File: src/rtl/core/spq_pkg.sv
// ----------------------------------------------------------------------------
// spq_pkg: shared types and constants of the sorted priority queue
// Operation and status codes, the data width and the command that the
// controller broadcasts to every cell of the sorted chain.
// ----------------------------------------------------------------------------
package spq_pkg;

  localparam int unsigned SpqDataW   = 32;
  localparam int unsigned SpqDepth   = 128;
  localparam int unsigned SpqCountW  = 8;

  typedef enum logic [1:0] {
    OpEnqueue = 2'd0,
    OpDequeue = 2'd1,
    OpPeek    = 2'd2,
    OpClear   = 2'd3
  } spq_op_e;

  typedef enum logic [1:0] {
    StDone  = 2'd0,
    StFull  = 2'd1,
    StEmpty = 2'd2
  } spq_status_e;

  // Command broadcast to all cells in the cycle an item is accepted.
  typedef struct packed {
    logic                shift_in;   // insert value, push smaller entries back
    logic                shift_out;  // drop head, pull entries forward
    logic [SpqDataW-1:0] value;      // value to insert
  } spq_cmd_t;

endpackage

File: src/rtl/core/spq_cell.sv
// ----------------------------------------------------------------------------
// spq_cell: one slot of the sorted chain
// Holds one entry; on insert it keeps, takes the new value or takes its
// left neighbor's entry; on removal it takes its right neighbor's entry.
// ----------------------------------------------------------------------------
module spq_cell #(
  parameter int unsigned Index  = 0,
  parameter int unsigned CountW = 8
) (
  input  logic                         clk_i,
  input  spq_pkg::spq_cmd_t            cmd_i,
  input  logic [CountW-1:0]            count_i,
  input  logic                         left_gt_i,
  input  logic [spq_pkg::SpqDataW-1:0] left_val_i,
  input  logic [spq_pkg::SpqDataW-1:0] right_val_i,
  output logic                         gt_o,
  output logic [spq_pkg::SpqDataW-1:0] val_o
);
  import spq_pkg::*;

  logic [SpqDataW-1:0] val_q, val_d;
  logic                occupied;

  assign occupied = count_i > CountW'(Index);

  // New value goes at or before this slot when it beats the held entry,
  // or when the slot holds nothing.
  assign gt_o = !occupied || ($signed(cmd_i.value) > $signed(val_q));

  always_comb begin
    val_d = val_q;
    if (cmd_i.shift_in) begin
      if (gt_o && left_gt_i) begin
        val_d = left_val_i;
      end else if (gt_o) begin
        val_d = cmd_i.value;
      end
    end else if (cmd_i.shift_out) begin
      val_d = right_val_i;
    end
  end

  always_ff @(posedge clk_i) begin
    val_q <= val_d;
  end

  assign val_o = val_q;

endmodule

File: config.mk
export PLATFORM = sky130hd
export DESIGN_NAME = spq_cell
export DESIGN_NICKNAME = d
export VERILOG_FILES = /design/src/rtl/core/spq_pkg.sv /design/src/rtl/core/spq_cell.sv
export SDC_FILE = /design/constraint.sdc
export NUM_CORES = 1
export LEC_CHECK = 0
export ABC_AREA = 1
export BUFFER_PORTS_ARGS = -buffer_cell sky130_fd_sc_hd__buf_2
export CAP_MARGIN = 20
export CORE_AREA = 10 10 90 92
export DETAILED_ROUTE_END_ITERATION = 10
export DIE_AREA = 0 0 100 102
export HOLD_SLACK_MARGIN = 0.05
export PLACE_DENSITY_LB_ADDON = 0.1
export RECOVER_POWER = 50
export SLEW_MARGIN = 20
export SYNTH_ARGS = -nofsm -noshare
export SYNTH_HDL_FRONTEND = slang
export SYNTH_SLANG_ARGS = --single-unit
File: constraint.sdc
create_clock -name clk_i -period 4.6 [get_ports clk_i]
set_clock_uncertainty 0.05 [all_clocks]
set_input_delay 0.92 -clock clk_i [delete_from_list [all_inputs] [get_ports clk_i]]
set_output_delay 0.92 -clock clk_i [all_outputs]
set_load 0.02 [all_outputs]
Word-level counts from Yosys, hierarchy flattened
Index checks and enable logic that the tools add are counted.
{"block": "classes", "bitwise": 0, "n_reduce_logical": 5, "n_eq_ne": 1, "add_sub_neg": 0, "shift": 0, "n_mul": 0, "n_mux": 4, "div_mod_pow": 0, "n_lt_le_gt_ge": 2}
{"op": "2-to-1 mux 32 bit", "count": 4}
{"op": "> comparator 32 bit", "count": 1}
{"op": "> comparator 8 x 1 -> 1 bit (second input constant)", "count": 1}
{"op": "!= test 3 x 1 -> 1 bit (second input constant)", "count": 1}
{"op": "AND reduction 2 bit", "count": 1}
{"op": "nonzero test 2 bit", "count": 1}
{"op": "logical AND 1 bit", "count": 1}
{"op": "zero test 1 bit", "count": 1}
{"op": "logical OR 1 bit", "count": 1}
{"block": "totals", "mem_bits_ro": 0, "latchBits": 0, "output_inout_bits": 33, "ramBits": 0, "n_memories": 0, "register_bits": 32}

Logic depth before layout (Yosys ltp)
{"block": "depth", "depth_word": 6, "depth_mapped": 21, "ltp_nobuf": 20}

Worst setup path before layout
OpenSTA, ideal clock, no wires.
{"block": "synth_path", "kind": "input-to-reg", "startpoint": "input port cmd_i[31] (netlist bit)", "endpoint": "register val_q[0] (netlist: val_o[0]) (enable)", "stages": 9, "setup_ps": 441, "arrival_time_ps": 3568, "slack_ps": 542, "cell_sequence": "ha_1 -> nand2_1 -> nor2_2 -> nand2_2 -> nor4_4 -> nand2_1 -> nand3_1 -> nand3_2 -> a31oi_1"}
{"block": "synth_between", "elab_chain_len": 5}
{"element": "start, declared", "line_no": "spq_cell.sv:11", "text": "input spq_pkg::spq_cmd_t cmd_i,"}
{"element": "> comparator 32 bit *", "line_no": "spq_cell.sv:28", "text": "assign gt_o = !occupied || ($signed(cmd_i.value) > $signed(val_q));"}
{"element": "logical OR 1 bit *", "line_no": "spq_cell.sv:28"}
{"element": "logical AND 1 bit", "line_no": "spq_cell.sv:33", "text": "if (gt_o && left_gt_i) begin"}
{"element": "!= test 3 x 1 -> 1 bit (no line) *"}
{"element": "AND reduction 2 bit (no line) *"}
{"element": "end signal, assigned", "line_no": "spq_cell.sv:44", "text": "val_q <= val_d;"}
{"element": "end, declared", "line_no": "spq_cell.sv:21", "text": "logic [SpqDataW-1:0] val_q, val_d;"}
Every way passes the cells marked *; elsewhere a longest branch is shown, timed or not.
A chain may end at the register's enable or synchronous reset.

Final worst setup path
{"block": "layout_path", "startpoint": "input port cmd_i[31] (netlist bit)", "endpoint": "register val_q[16] (netlist: val_o[16]) (enable)"}
Same word-level chain as after synthesis.

==> impl_metrics.env <==
export IMPL_grt_start_max_net_pins=36
export IMPL_rrSetupSlack_ns=0.96
export IMPL_timing_rr_end="val_o[16]$_DFFE_PP_"
export IMPL_syn_area_sq_mm=0.00292
export IMPL_crit_chain="clkbuf_1 > ha_1 > nand2_1 > nor2_1 > nand2_1 > nor4_1 > nand2_1 > nand3_1 > nand3_1 > a31oi_1 > buf_12"
export IMPL_slew_violations=15
export IMPL_cts_root_buffer="clkbuf_8"
export IMPL_initial_core_util_pct=46.5
export IMPL_core_area_sq_mm=0.00628
export IMPL_ir_drop_mv=0.154
export IMPL_cts_hold_buf=0
export IMPL_min_delay_path_depth=3
export IMPL_rr_startpoint="val_o[31]$_DFFE_PP_"
export IMPL_synth_edff_count=32
export IMPL_period_needed_ns=3.98
export IMPL_die_w_um=100
export IMPL_vias=2945
export IMPL_rsz0062_at_grt="no"
export IMPL_rows=29
export IMPL_post_cts_resized=0
export IMPL_netlist_area_leader_share_pct=32.9
export IMPL_whs_endpoint="val_o[25]$_DFFE_PP_"
export IMPL_yosys_top_cells_area="edfxtp_1 33%, nand2_1 17%, ha_1 14%"
export IMPL_crit_type="input pin to flop"
export IMPL_largest_reg_flops=32
export IMPL_setup_tns_ns=0
export IMPL_die_h_um=102
export IMPL_routed_via_density=4.67
export IMPL_post_cts_buffers=0
export IMPL_clockBufferDepth=2
export IMPL_detailed_place_area_sq_mm=0.00365
export IMPL_path_common_cell="nand2_1"
export IMPL_grt_total_usage_pct=16.9
export IMPL_synthFlopType="edfxtp_1"
export IMPL_hold_viol=0
export IMPL_synth_top_area_cell="edfxtp_1"
export IMPL_worstPathRequired_ns=4.54
export IMPL_diodes=0
export IMPL_cts_sinks=32
export IMPL_cts_buffers=5
export IMPL_drtPass1Iterations=4
export IMPL_final_area_sq_mm=0.00365
export IMPL_synth_common_cells="131 x nand2_1, 104 x inv_1, 66 x nand3_1"
export IMPL_slew_headroom_pct=-26.4
export IMPL_dieArea_sq_mm=0.0102
export IMPL_status="complete, but fails checks"
export IMPL_report_power_total_uw=1180
export IMPL_end_kind="flop"
export IMPL_cts_tree="done"
export IMPL_grt_pass1_vias=3055
export IMPL_pre_cts_slack_ns=0.821
export IMPL_grt_pass1_wl_mm=14.0
export IMPL_synthCells=423
export IMPL_final_period_utilization_pct=86.5
export IMPL_final_net_count=694
export IMPL_worstMarginPinSlew_ns=1.89
export IMPL_area_growth_pct=24.8
export IMPL_avgSynthCellArea_sq_um=6.91
export IMPL_clock_latency_ns=0.28
export IMPL_io_pins=141
export IMPL_place_congestion=0.779
export IMPL_drt_total_wl_mm=8.85
export IMPL_yosysUniqueCellTypes=23
export IMPL_timing_final_ws_setup_ns=0.620
export IMPL_synthArstFlopShare_pct=0
export IMPL_wl_per_cell_um=14.0
export IMPL_crit_fanout=18
export IMPL_clock_fmax_mhz=251
export IMPL_drive_gt1_share_pct=20.8
export IMPL_ant_nets=0
export IMPL_hold_start="right_val_i[25]"
export IMPL_cellPowerDensity_mw_per_mm2=324
export IMPL_r2r_worst_path_cells=11
export IMPL_antenna_found_initial=0
export IMPL_slowest_stage="a31oi_1"
export IMPL_clkSlewWorstSetupHoldPaths_ns=0.07
export IMPL_crit_path_start_kind="input pin"
export IMPL_synth_warnings=0
export IMPL_yosysMostFrequentCell="nand2_1"
export IMPL_max_stage_delay_ns=1.33
export IMPL_drt_initial_drc_count=103
export IMPL_failed_checks="max-capacitance violations, max-slew violations"
export IMPL_finalSetupViolCount=0
export IMPL_worstPathArrival_ns=3.92
export IMPL_synth_seq_area_share_pct=32.9
export IMPL_syn_nets=563
export IMPL_port_buffers=140
export IMPL_htreeDepth=2
export IMPL_min_path_type="input pin to flop"
export IMPL_ys_seq_elements=32
export IMPL_drv_max_cap_violation_count=1
export IMPL_dp_hpwl_mm=6.67
export IMPL_leakagePower_uw=0.00219
export IMPL_drc_errors=0
export IMPL_grt_overflow=0
worst max-delay path by stage:
stage / cells past startpoint / endpoint / from
2_1_floorplan: 9 / val_o[0]$_DFFE_PP_ / cmd_i[31]
3_3_place_gp: 11 / gt_o / cmd_i[31]
3_5_place_dp: 11 / gt_o / cmd_i[31]
4_1_cts: 11 / gt_o / cmd_i[31]
5_1_grt: 11 / val_o[19]$_DFFE_PP_ / cmd_i[31]
6_report: 11 / val_o[16]$_DFFE_PP_ / cmd_i[31]
report_power, final:
part	switching (uW)	internal [uW]
Combinational	363	182
Sequential	28.9	402
Clock	107	99.9
Total	498	684
per-stage QoR:
stage	hold WS, ns	utilization, %	instances
floorplan	1.06	-	423
global placement	1.14	58.2	624
detailed placement	1.14	58.2	624
CTS	0.842	59.4	631
global route	0.848	58.1	631
finish	0.854	58.1	631
area by class of cell:
class / count / area, sq um
Sequential cell: 32 / 961
Inverter: 104 / 390
Clock buffer: 5 / 68.8
Clock inverter: 2 / 7.51
Multi-Input combinational cell: 270 / 1440
Timing Repair Buffer: 141 / 679
Fill cell: 661 / 2630
Tap cell: 77 / 96.3
cells by family (layout without fill, tap and decap cells):
logic type | after synthesis | count (layout) | share of synthesized area [%]
fa+ha+maj | 32 | 32 | 13.7
flops | 32 | 32 | 32.9
simple gates | 216 | 216 | 32.4
compound gates | 22 | 22 | 4.15
buf+inv | 121 | 252 | 16.8
critical path: cells and delay by family:
kind	cells	cell delay (ns)
compound gates	1	1.33
buf+inv	2	0.37
fa+ha+maj	1	0.34
simple gates	7	0.94
cell usage in the layout, fill, tap and decap left out, types with 2 or more instances in the layout:
| master | instances |
|---|---|
| nand2_1 | 132 |
| buf_2 | 107 |
| inv_1 | 103 |
| nand3_1 | 67 |
| clkbuf_1 | 33 |
| ha_1 | 32 |
| edfxtp_1 | 32 |
| a21oi_1 | 14 |
| nor2_1 | 10 |
| clkbuf_8 | 5 |
| nor4_1 | 3 |
| clkinv_1 | 3 |
| a21o_1 | 2 |
| o21ai_0 | 2 |
| nand4_1 | 2 |
| o21a_1 | 2 |
| nand2_4 | 2 |
layer usage:
layer  wire length, um  track usage, %  up-vias
li1                  -               -     1577
met2              3990            28.8      103
met5                 0               0        -
met4                66            4.13        0
met3               963            7.42        6
met1              3830            19.2     1259
Note: power is estimated with default switching activity, not from simulation.
